--- src/rtl/core/caf_pkg.sv ---
`default_nettype none
// ----------------------------------------------------------------------------
// caf_pkg: shared types and constants of the CPU ALU
// Operation codes, flag bit positions, the command and response beats, and
// the records that pass between the pipeline stages.
// ----------------------------------------------------------------------------
package caf_pkg;

    // Operation codes.
    localparam logic [5:0] OP_ADD   = 6'd0;
    localparam logic [5:0] OP_ADC   = 6'd1;
    localparam logic [5:0] OP_SUB   = 6'd2;
    localparam logic [5:0] OP_SBC   = 6'd3;
    localparam logic [5:0] OP_AND   = 6'd4;
    localparam logic [5:0] OP_XOR   = 6'd5;
    localparam logic [5:0] OP_OR    = 6'd6;
    localparam logic [5:0] OP_CP    = 6'd7;
    localparam logic [5:0] OP_INC   = 6'd8;
    localparam logic [5:0] OP_DEC   = 6'd9;
    localparam logic [5:0] OP_RLCA  = 6'd10;
    localparam logic [5:0] OP_RRCA  = 6'd11;
    localparam logic [5:0] OP_RLA   = 6'd12;
    localparam logic [5:0] OP_RRA   = 6'd13;
    localparam logic [5:0] OP_DAA   = 6'd14;
    localparam logic [5:0] OP_CPL   = 6'd15;
    localparam logic [5:0] OP_SCF   = 6'd16;
    localparam logic [5:0] OP_CCF   = 6'd17;
    localparam logic [5:0] OP_RLC   = 6'd18;
    localparam logic [5:0] OP_RRC   = 6'd19;
    localparam logic [5:0] OP_RL    = 6'd20;
    localparam logic [5:0] OP_RR    = 6'd21;
    localparam logic [5:0] OP_SLA   = 6'd22;
    localparam logic [5:0] OP_SRA   = 6'd23;
    localparam logic [5:0] OP_SWAP  = 6'd24;
    localparam logic [5:0] OP_SRL   = 6'd25;
    localparam logic [5:0] OP_BIT   = 6'd26;
    localparam logic [5:0] OP_RES   = 6'd27;
    localparam logic [5:0] OP_SET   = 6'd28;
    localparam logic [5:0] OP_ADD16 = 6'd29;
    localparam logic [5:0] OP_ADDSP = 6'd30;
    localparam logic [5:0] OP_INC16 = 6'd31;
    localparam logic [5:0] OP_DEC16 = 6'd32;

    // Flag bit positions.
    localparam int FLAG_Z = 3;
    localparam int FLAG_N = 2;
    localparam int FLAG_H = 1;
    localparam int FLAG_C = 0;

    // Decimal adjust constants.
    localparam logic [7:0] DAA_LIMIT  = 8'h99;
    localparam logic [3:0] DAA_DIGIT  = 4'd9;
    localparam logic [7:0] DAA_ADJ_LO = 8'h06;
    localparam logic [7:0] DAA_ADJ_HI = 8'h60;

    typedef struct packed {
        logic [5:0]  op;
        logic [15:0] operand_a;
        logic [15:0] operand_b;
        logic [2:0]  bit_index;
        logic [3:0]  flags_in;
    } caf_cmd_t;

    typedef struct packed {
        logic [15:0] result;
        logic [3:0]  flags_out;
    } caf_rsp_t;

    // Decode stage to execute stage.
    typedef struct packed {
        logic [5:0]  op;
        logic [15:0] a16;
        logic [7:0]  b8;
        logic [2:0]  bit_index;
        logic [3:0]  flags;
        logic [7:0]  x8;
        logic [7:0]  y8;
        logic        ci8;
        logic [15:0] x16;
        logic [15:0] y16;
        logic        ci16;
        logic        daa_c;
    } caf_dec_t;

    // Execute stage to result stage.
    typedef struct packed {
        logic [5:0]  op;
        logic [15:0] a16;
        logic [3:0]  flags;
        logic [7:0]  sum8;
        logic        c4_8;
        logic        c8_8;
        logic [15:0] sum16;
        logic        c4_16;
        logic        c8_16;
        logic        c12_16;
        logic        c16_16;
        logic [7:0]  aux8;
        logic        aux_c;
        logic        daa_c;
    } caf_exe_t;

endpackage
`default_nettype wire

--- src/rtl/core/caf_decode.sv ---
`default_nettype none
// ----------------------------------------------------------------------------
// caf_decode: first pipeline stage
// Classifies the operation and sets up the operands and carry inputs of the
// 8-bit and 16-bit adders, including the decimal adjust correction.
// ----------------------------------------------------------------------------
module caf_decode
    import caf_pkg::*;
(
    input  wire logic     clk,
    input  wire logic     rst_n,
    input  wire logic     in_valid,
    input  wire caf_cmd_t cmd,
    output logic          dec_valid,
    output caf_dec_t      dec
);

    logic     valid_reg;
    caf_dec_t dec_reg;
    caf_dec_t dec_next;

    logic [7:0] a8;
    logic [7:0] b8;
    logic       cin;
    logic       adj_hi;
    logic       adj_lo;
    logic [7:0] corr;

    assign a8  = cmd.operand_a[7:0];
    assign b8  = cmd.operand_b[7:0];
    assign cin = cmd.flags_in[FLAG_C];

    // Decimal adjust: after an addition the high correction also sets carry.
    always_comb
    begin
        if (cmd.flags_in[FLAG_N])
        begin
            adj_hi = cin;
            adj_lo = cmd.flags_in[FLAG_H];
        end
        else
        begin
            adj_hi = cin || (a8 > DAA_LIMIT);
            adj_lo = cmd.flags_in[FLAG_H] || (a8[3:0] > DAA_DIGIT);
        end
        corr = (adj_hi ? DAA_ADJ_HI : 8'h00) | (adj_lo ? DAA_ADJ_LO : 8'h00);
    end

    always_comb
    begin
        dec_next           = '0;
        dec_next.op        = cmd.op;
        dec_next.a16       = cmd.operand_a;
        dec_next.b8        = b8;
        dec_next.bit_index = cmd.bit_index;
        dec_next.flags     = cmd.flags_in;
        dec_next.daa_c     = adj_hi;
        dec_next.x8        = a8;
        dec_next.x16       = cmd.operand_a;

        // Subtractions add the complement; the carry out is an inverted borrow.
        case (cmd.op)
            OP_ADD:
            begin
                dec_next.y8  = b8;
                dec_next.ci8 = 1'b0;
            end
            OP_ADC:
            begin
                dec_next.y8  = b8;
                dec_next.ci8 = cin;
            end
            OP_SUB, OP_CP:
            begin
                dec_next.y8  = ~b8;
                dec_next.ci8 = 1'b1;
            end
            OP_SBC:
            begin
                dec_next.y8  = ~b8;
                dec_next.ci8 = ~cin;
            end
            OP_INC:
            begin
                dec_next.y8  = 8'h00;
                dec_next.ci8 = 1'b1;
            end
            OP_DEC:
            begin
                dec_next.y8  = 8'hFF;
                dec_next.ci8 = 1'b0;
            end
            OP_DAA:
            begin
                dec_next.y8  = cmd.flags_in[FLAG_N] ? ~corr : corr;
                dec_next.ci8 = cmd.flags_in[FLAG_N];
            end
            default:
            begin
                dec_next.y8  = 8'h00;
                dec_next.ci8 = 1'b0;
            end
        endcase

        case (cmd.op)
            OP_ADD16:
            begin
                dec_next.y16  = cmd.operand_b;
                dec_next.ci16 = 1'b0;
            end
            OP_ADDSP:
            begin
                dec_next.y16  = {{8{b8[7]}}, b8};
                dec_next.ci16 = 1'b0;
            end
            OP_INC16:
            begin
                dec_next.y16  = 16'h0000;
                dec_next.ci16 = 1'b1;
            end
            OP_DEC16:
            begin
                dec_next.y16  = 16'hFFFF;
                dec_next.ci16 = 1'b0;
            end
            default:
            begin
                dec_next.y16  = 16'h0000;
                dec_next.ci16 = 1'b0;
            end
        endcase
    end

    always_ff @(posedge clk or negedge rst_n)
    begin
        if (!rst_n)
        begin
            valid_reg <= 1'b0;
        end
        else
        begin
            valid_reg <= in_valid;
        end
    end

    always_ff @(posedge clk)
    begin
        dec_reg <= dec_next;
    end

    assign dec_valid = valid_reg;
    assign dec       = dec_reg;

endmodule
`default_nettype wire

--- src/rtl/core/caf_exec.sv ---
`default_nettype none
// ----------------------------------------------------------------------------
// caf_exec: second pipeline stage
// Runs the 8-bit and 16-bit adders and, in parallel, the logic, rotate,
// shift and bit operations on the low byte.
// ----------------------------------------------------------------------------
module caf_exec
    import caf_pkg::*;
(
    input  wire logic     clk,
    input  wire logic     rst_n,
    input  wire logic     dec_valid,
    input  wire caf_dec_t dec,
    output logic          exe_valid,
    output caf_exe_t      exe
);

    logic     valid_reg;
    caf_exe_t exe_reg;
    caf_exe_t exe_next;

    logic [8:0]  sum9;
    logic [7:0]  cv8;
    logic [16:0] sum17;
    logic [15:0] cv16;
    logic [7:0]  a8;
    logic [7:0]  mask;
    logic        cin;

    assign a8   = dec.a16[7:0];
    assign mask = 8'd1 << dec.bit_index;
    assign cin  = dec.flags[FLAG_C];

    // Carry into each bit is recovered as operand ^ operand ^ sum.
    assign sum9  = {1'b0, dec.x8} + {1'b0, dec.y8} + {8'd0, dec.ci8};
    assign cv8   = dec.x8 ^ dec.y8 ^ sum9[7:0];
    assign sum17 = {1'b0, dec.x16} + {1'b0, dec.y16} + {16'd0, dec.ci16};
    assign cv16  = dec.x16 ^ dec.y16 ^ sum17[15:0];

    always_comb
    begin
        exe_next        = '0;
        exe_next.op     = dec.op;
        exe_next.a16    = dec.a16;
        exe_next.flags  = dec.flags;
        exe_next.daa_c  = dec.daa_c;
        exe_next.sum8   = sum9[7:0];
        exe_next.c4_8   = cv8[4];
        exe_next.c8_8   = sum9[8];
        exe_next.sum16  = sum17[15:0];
        exe_next.c4_16  = cv16[4];
        exe_next.c8_16  = cv16[8];
        exe_next.c12_16 = cv16[12];
        exe_next.c16_16 = sum17[16];

        case (dec.op)
            OP_AND:
            begin
                exe_next.aux8  = a8 & dec.b8;
                exe_next.aux_c = 1'b0;
            end
            OP_XOR:
            begin
                exe_next.aux8  = a8 ^ dec.b8;
                exe_next.aux_c = 1'b0;
            end
            OP_OR:
            begin
                exe_next.aux8  = a8 | dec.b8;
                exe_next.aux_c = 1'b0;
            end
            OP_RLCA, OP_RLC:
            begin
                exe_next.aux8  = {a8[6:0], a8[7]};
                exe_next.aux_c = a8[7];
            end
            OP_RRCA, OP_RRC:
            begin
                exe_next.aux8  = {a8[0], a8[7:1]};
                exe_next.aux_c = a8[0];
            end
            OP_RLA, OP_RL:
            begin
                exe_next.aux8  = {a8[6:0], cin};
                exe_next.aux_c = a8[7];
            end
            OP_RRA, OP_RR:
            begin
                exe_next.aux8  = {cin, a8[7:1]};
                exe_next.aux_c = a8[0];
            end
            OP_SLA:
            begin
                exe_next.aux8  = {a8[6:0], 1'b0};
                exe_next.aux_c = a8[7];
            end
            OP_SRA:
            begin
                exe_next.aux8  = {a8[7], a8[7:1]};
                exe_next.aux_c = a8[0];
            end
            OP_SWAP:
            begin
                exe_next.aux8  = {a8[3:0], a8[7:4]};
                exe_next.aux_c = 1'b0;
            end
            OP_SRL:
            begin
                exe_next.aux8  = {1'b0, a8[7:1]};
                exe_next.aux_c = a8[0];
            end
            OP_CPL:
            begin
                exe_next.aux8  = ~a8;
                exe_next.aux_c = 1'b0;
            end
            OP_BIT:
            begin
                // The tested bit rides in aux_c.
                exe_next.aux8  = a8;
                exe_next.aux_c = |(a8 & mask);
            end
            OP_RES:
            begin
                exe_next.aux8  = a8 & ~mask;
                exe_next.aux_c = 1'b0;
            end
            OP_SET:
            begin
                exe_next.aux8  = a8 | mask;
                exe_next.aux_c = 1'b0;
            end
            default:
            begin
                exe_next.aux8  = a8;
                exe_next.aux_c = 1'b0;
            end
        endcase
    end

    always_ff @(posedge clk or negedge rst_n)
    begin
        if (!rst_n)
        begin
            valid_reg <= 1'b0;
        end
        else
        begin
            valid_reg <= dec_valid;
        end
    end

    always_ff @(posedge clk)
    begin
        exe_reg <= exe_next;
    end

    assign exe_valid = valid_reg;
    assign exe       = exe_reg;

endmodule
`default_nettype wire

--- src/rtl/core/cpu_alu_with_flags.sv ---
`default_nettype none
// ----------------------------------------------------------------------------
// cpu_alu_with_flags: 8/16-bit ALU with Z, N, H, C flags
// Three-stage pipelined ALU: decode, execute, then result and flag select.
// ----------------------------------------------------------------------------
// Usage:
// A command beat is taken on every rising edge where start is high and busy
// is low. The beat carries the operation code, both operands, the bit index
// for bit tests and bit writes, and the incoming flags.
// The pipeline never holds off, so busy stays low and a new command can be
// issued in every cycle: throughput is one beat per clock.
// Each command produces exactly one response beat. A command taken on an edge
// passes through the three registered stages in order and then has its
// response on rsp with done high. The three stages are the operand setup, the
// 8-bit and 16-bit adders with the shift and bit unit beside them, and the
// final result and flag select.
// The response is held for a single cycle only; the receiver has no way to
// stall it and must take it when done is high.
// Reset clears the valid bits of all stages, so no response appears until a
// command has been issued after reset. Payload registers are not reset.
// The block keeps no state between commands.
// ----------------------------------------------------------------------------
module cpu_alu_with_flags
    import caf_pkg::*;
(
    input  wire logic     clk,
    input  wire logic     rst_n,
    input  wire logic     start,
    output logic          busy,
    input  wire caf_cmd_t cmd,
    output logic          done,
    output caf_rsp_t      rsp
);

    logic     dec_valid;
    caf_dec_t dec;
    logic     exe_valid;
    caf_exe_t exe;

    logic     done_reg;
    caf_rsp_t rsp_reg;
    caf_rsp_t rsp_next;

    logic     z8;
    logic     zaux;
    logic [3:0] f;

    // Nothing in the pipeline can back up, so commands are always welcome.
    assign busy = 1'b0;

    caf_decode u_decode
    (
        .clk       (clk),
        .rst_n     (rst_n),
        .in_valid  (start),
        .cmd       (cmd),
        .dec_valid (dec_valid),
        .dec       (dec)
    );

    caf_exec u_exec
    (
        .clk       (clk),
        .rst_n     (rst_n),
        .dec_valid (dec_valid),
        .dec       (dec),
        .exe_valid (exe_valid),
        .exe       (exe)
    );

    assign z8   = (exe.sum8 == 8'h00);
    assign zaux = (exe.aux8 == 8'h00);
    assign f    = exe.flags;

    // Result and flag select. Byte results are zero-extended to 16 bits.
    // For subtractions the adder carries are inverted borrows.
    always_comb
    begin
        rsp_next.result    = exe.a16;
        rsp_next.flags_out = f;
        case (exe.op)
            OP_ADD, OP_ADC:
            begin
                rsp_next.result    = {8'h00, exe.sum8};
                rsp_next.flags_out = {z8, 1'b0, exe.c4_8, exe.c8_8};
            end
            OP_SUB, OP_SBC:
            begin
                rsp_next.result    = {8'h00, exe.sum8};
                rsp_next.flags_out = {z8, 1'b1, ~exe.c4_8, ~exe.c8_8};
            end
            OP_CP:
            begin
                // Compare keeps the accumulator and only sets the flags.
                rsp_next.result    = {8'h00, exe.aux8};
                rsp_next.flags_out = {z8, 1'b1, ~exe.c4_8, ~exe.c8_8};
            end
            OP_AND:
            begin
                rsp_next.result    = {8'h00, exe.aux8};
                rsp_next.flags_out = {zaux, 1'b0, 1'b1, 1'b0};
            end
            OP_XOR, OP_OR:
            begin
                rsp_next.result    = {8'h00, exe.aux8};
                rsp_next.flags_out = {zaux, 1'b0, 1'b0, 1'b0};
            end
            OP_INC:
            begin
                rsp_next.result    = {8'h00, exe.sum8};
                rsp_next.flags_out = {z8, 1'b0, exe.c4_8, f[FLAG_C]};
            end
            OP_DEC:
            begin
                rsp_next.result    = {8'h00, exe.sum8};
                rsp_next.flags_out = {z8, 1'b1, ~exe.c4_8, f[FLAG_C]};
            end
            OP_RLCA, OP_RRCA, OP_RLA, OP_RRA:
            begin
                // The accumulator rotates always clear Z.
                rsp_next.result    = {8'h00, exe.aux8};
                rsp_next.flags_out = {1'b0, 1'b0, 1'b0, exe.aux_c};
            end
            OP_DAA:
            begin
                rsp_next.result    = {8'h00, exe.sum8};
                rsp_next.flags_out = {z8, f[FLAG_N], 1'b0, exe.daa_c};
            end
            OP_CPL:
            begin
                rsp_next.result    = {8'h00, exe.aux8};
                rsp_next.flags_out = {f[FLAG_Z], 1'b1, 1'b1, f[FLAG_C]};
            end
            OP_SCF:
            begin
                rsp_next.result    = {8'h00, exe.aux8};
                rsp_next.flags_out = {f[FLAG_Z], 1'b0, 1'b0, 1'b1};
            end
            OP_CCF:
            begin
                rsp_next.result    = {8'h00, exe.aux8};
                rsp_next.flags_out = {f[FLAG_Z], 1'b0, 1'b0, ~f[FLAG_C]};
            end
            OP_BIT:
            begin
                rsp_next.result    = {8'h00, exe.aux8};
                rsp_next.flags_out = {~exe.aux_c, 1'b0, 1'b1, f[FLAG_C]};
            end
            OP_RES, OP_SET:
            begin
                rsp_next.result    = {8'h00, exe.aux8};
                rsp_next.flags_out = f;
            end
            OP_ADD16:
            begin
                rsp_next.result    = exe.sum16;
                rsp_next.flags_out = {f[FLAG_Z], 1'b0, exe.c12_16, exe.c16_16};
            end
            OP_ADDSP:
            begin
                // Half carry and carry come from the low byte of the sum.
                rsp_next.result    = exe.sum16;
                rsp_next.flags_out = {1'b0, 1'b0, exe.c4_16, exe.c8_16};
            end
            OP_INC16, OP_DEC16:
            begin
                rsp_next.result    = exe.sum16;
                rsp_next.flags_out = f;
            end
            default:
            begin
                if (exe.op inside {[OP_RLC:OP_SRL]})
                begin
                    rsp_next.result    = {8'h00, exe.aux8};
                    rsp_next.flags_out = {zaux, 1'b0, 1'b0, exe.aux_c};
                end
                else
                begin
                    // Unused codes pass the operand and flags through.
                    rsp_next.result    = exe.a16;
                    rsp_next.flags_out = f;
                end
            end
        endcase
    end

    always_ff @(posedge clk or negedge rst_n)
    begin
        if (!rst_n)
        begin
            done_reg <= 1'b0;
        end
        else
        begin
            done_reg <= exe_valid;
        end
    end

    always_ff @(posedge clk)
    begin
        rsp_reg <= rsp_next;
    end

    assign done = done_reg;
    assign rsp  = rsp_reg;

endmodule
`default_nettype wire
--- config.mk ---
export PLATFORM = sky130hd
export DESIGN_NAME = cpu_alu_with_flags
export DESIGN_NICKNAME = d
export VERILOG_FILES = /design/src/rtl/core/caf_pkg.sv /design/src/rtl/core/caf_decode.sv /design/src/rtl/core/caf_exec.sv /design/src/rtl/core/cpu_alu_with_flags.sv
export SDC_FILE = /design/constraint.sdc
export NUM_CORES = 1
export LEC_CHECK = 0
export BUFFER_PORTS_ARGS = -buffer_cell sky130_fd_sc_hd__buf_2
export CORE_MARGIN = 1
export CORE_UTILIZATION = 45
export DETAILED_ROUTE_END_ITERATION = 10
export SLEW_MARGIN = 20
export SYNTH_ARGS = -nofsm -noshare
export SYNTH_HDL_FRONTEND = slang
export SYNTH_SLANG_ARGS = --single-unit
--- constraint.sdc ---
create_clock -name clk -period 5.7 [get_ports clk]
set_input_delay 0.285 -clock clk [delete_from_list [all_inputs] [get_ports clk]]
set_output_delay 0.285 -clock clk [all_outputs]
set_load 0.02 [all_outputs]
==> flow_metrics.tcl <==
set metrics [dict create \
    yosysMostFrequentCell "dfxtp_1" \
    stdcell_count 952 \
    grt_pass1_vias 5211 \
    synth_cells 674 \
    ys_seq_elements 153 \
    multi_input_area_um2 3095 \
    clk_latency_ps 420 \
    rsz0062_at_grt "no" \
    die-width_um 121.2 \
    rr_startpoint "u_decode.dec[66]" \
    slew_headroom_pct 32.12 \
    required_ps 6010 \
    post-route-period-util_pct 45.26 \
    dp.cells 898 \
    tritoncts "done" \
    synth.area.top_cells "dfxtp_1 47%, ha_1 4.3%, nand2_1 4.1%, o21ai_0 3.3%, a21oi_1 3.2%" \
    status "complete, no violations" \
    synth_warnings 0 \
    cts.sinks 153 \
    synth_top_area_share_pct 47.00 \
    nFillCells 1290 \
    min_path_type "input pin to flop" \
    fmax_mhz 387.6 \
    syn_nets 748 \
    drc_errors 0 \
    cts_root_buf "clkbuf_16" \
    area_growth_pct 19.41 \
    synth_top_area_cell "dfxtp_1" \
    finalSetupViolations 0 \
    worst_slew_pin_slew_ps 1010 \
    numCtsBuffers 17 \
    hold_viol 0 \
    num_rows 43 \
    post-route-min-period_ps 2580 \
    core_area_um2 13880 \
    drtPass1Iterations 6 \
    startpoint_type "flop" \
    critical_path_class "flop to flop" \
    htreeDepth 4 \
    grt.total_usage_pct 25.86 \
    drv_cap 0 \
    hold-path-cell-count 1 \
    timing.rr.end "u_exec.exe[28]" \
    yosysUniqueCellTypes 72 \
    initial_core_util_pct 46.02 \
    crit_arrival_ps 2890 \
    routedWlPerCell_um 18.99 \
    place_congestion 0.9099 \
    peakVddDrop_mv 0.2197 \
    grt_max_degree 23 \
    holdPathEnd "u_decode.dec[58]" \
    ios 70 \
    dieArea_um2 14680 \
    antennaDiodeCount 0 \
    synth-edff-count 0 \
    hold_path.startpoint "cmd[7]" \
    worstPathMaxFanout 11 \
    place_area_um2 6853 \
    synthFlopType "dfxtp_1" \
    p_leak_nw 3.311 \
    maxSlewViolCount 0 \
    cp_slowest_cell "dfxtp_1" \
    routed_via_density 5.787 \
    cpPeakStageDelay_ps 610 \
    fin_skew_ps 11.29 \
    critical_path.endpoint_type "flop" \
    netlist_area_um2 6389 \
    cp_num_cells 9 \
    path_cells "fa_1, inv_1, fa_1, nand2b_1, a21oi_1, a211o_1, a21oi_1, o31a_1, xnor2_1" \
    cp_num_buf_inv 1 \
    power_density_nw_per_um2 326.2 \
    cts_resized 0 \
    drtAntennaViolNets 0 \
    final_nets 834 \
    setup_tns_ps 0 \
    num_vias 5509 \
    crit_family "compound AO/OA/AOI/OAI gates" \
    antenna_found_initial 0 \
    design_area_um2 7629 \
    r2r_slack_ps 3120 \
    totalWireLength_um 18080 \
    drive_above_1_share_pct 14.90 \
    io_buffers 68 \
    synth-seq-area-share_pct 48.18 \
    cts_buffer_depth 2 \
    dp_hpwl_um 13140 \
    async_flop_share_pct 1.961 \
    largest_reg_flops 66 \
    die_h_um 121.2 \
    clk_pin_slew_ps 60 \
    grt_pass1_wl_um 28120 \
    syn_area_per_cell_um2 9.479 \
    register_area_um2 3078 \
    grt_overflow 0 \
    ff2ff_path_depth 9 \
    first_iter_violations 594 \
    synth_common_cells "150 x dfxtp_1, 69 x nand2_1, 45 x nor2_1" \
]
-- worst reg2reg max path: stages, from the launching register on --
cell and delay (ps):
dfxtp_1 610, fa_1 310, inv_1 70, fa_1 400, nand2b_1 190, a21oi_1 130, a211o_1 170, a21oi_1 150
o31a_1 310, xnor2_1 130
-- final cells by class --
type / count / share of cell area [%]
Timing Repair Buffer: 94 / 7.774
Multi-Input combinational cell: 468 / 40.58
Inverter: 26 / 1.279
Clock buffer: 21 / 5.773
Clock inverter: 10 / 1.296
Tap cell: 180 / 2.952
Sequential cell: 153 / 40.35
-- how the worst max path moves through the flow --
stage / start / to / slack [ps]
after floorplan: u_decode.dec[1] / u_exec.exe[26] / 3610
final: u_decode.dec[66] / u_exec.exe[28] / 3120
after global routing: u_decode.dec[66] / u_exec.exe[28] / 2960
after CTS: u_decode.dec[66] / u_exec.exe[28] / 3140
after detailed placement: u_decode.dec[66] / u_exec.exe[28] / 3150
after global placement: u_decode.dec[66] / u_exec.exe[28] / 3200
-- logic make-up (layout without fill, tap and decap cells) --
group	count (synthesis)	after routing	share of synthesized area, %
AO/OA/AOI/OAI	214	214	23.38
XOR/XNOR	18	18	2.468
adder cells (fa/ha/maj)	27	27	5.719
buffers and inverters	53	151	3.466
flip-flops	153	153	48.18
multiplexers	4	4	0.6463
other	1	1	0.05870
AND/OR/NAND/NOR	204	204	16.08
-- layout by cell type (no fill, tap or decap), types with 17 or more instances in the layout --
cell type and n:
buf_2 68, dfxtp_1 150, clkbuf_16 17, ha_1 22, dlygate4sd3_1 23, o21ai_0 42, inv_1 26, nor2_1 45
a21o_1 23, a21oi_1 41, nand2_1 69
-- metrics by stage --
stage / setup WS (ps) / hold WS (ps) / util, % / power [mW]
after floorplan: 3606 / -10.59 / - / 1.361
after global placement: 3195 / 78.97 / 49.37 / 1.456
after detailed placement: 3145 / 83.77 / 49.37 / 1.458
after CTS: 3139 / 10.42 / 54.91 / 2.506
after global routing: 2964 / 12.52 / 54.96 / 2.597
final: 3120 / 24.33 / 54.96 / 2.489
-- power by group --
part           leakage, nW  switching, mW  internal [mW]
logic                 1.78          0.134          0.105
registers             1.29         0.0701           1.14
clock network        0.246          0.437          0.600
total                 3.31          0.640           1.85
-- what timing repair did --
| item | 4_1_cts | 5_1_grt |
|---|---|---|
| hold endpoints to repair | 25 | 0 |
| setup buffers | 0 | 0 |
| hold buffers | 23 | 0 |
| endpoints found under the setup margin | 0 | 0 |
-- per-layer routing --
layer	part of all wire, %	routed length, um	vias to the layer above	global-route usage [%]
li1	-	-	2650	-
met1	47	8460	2593	35.82
met2	43	7855	236	38.46
met3	8.0	1443	30	7.143
met4	1.8	319	0	8.796
met5	0	0	-	0
(Power assumes the default switching activity.)
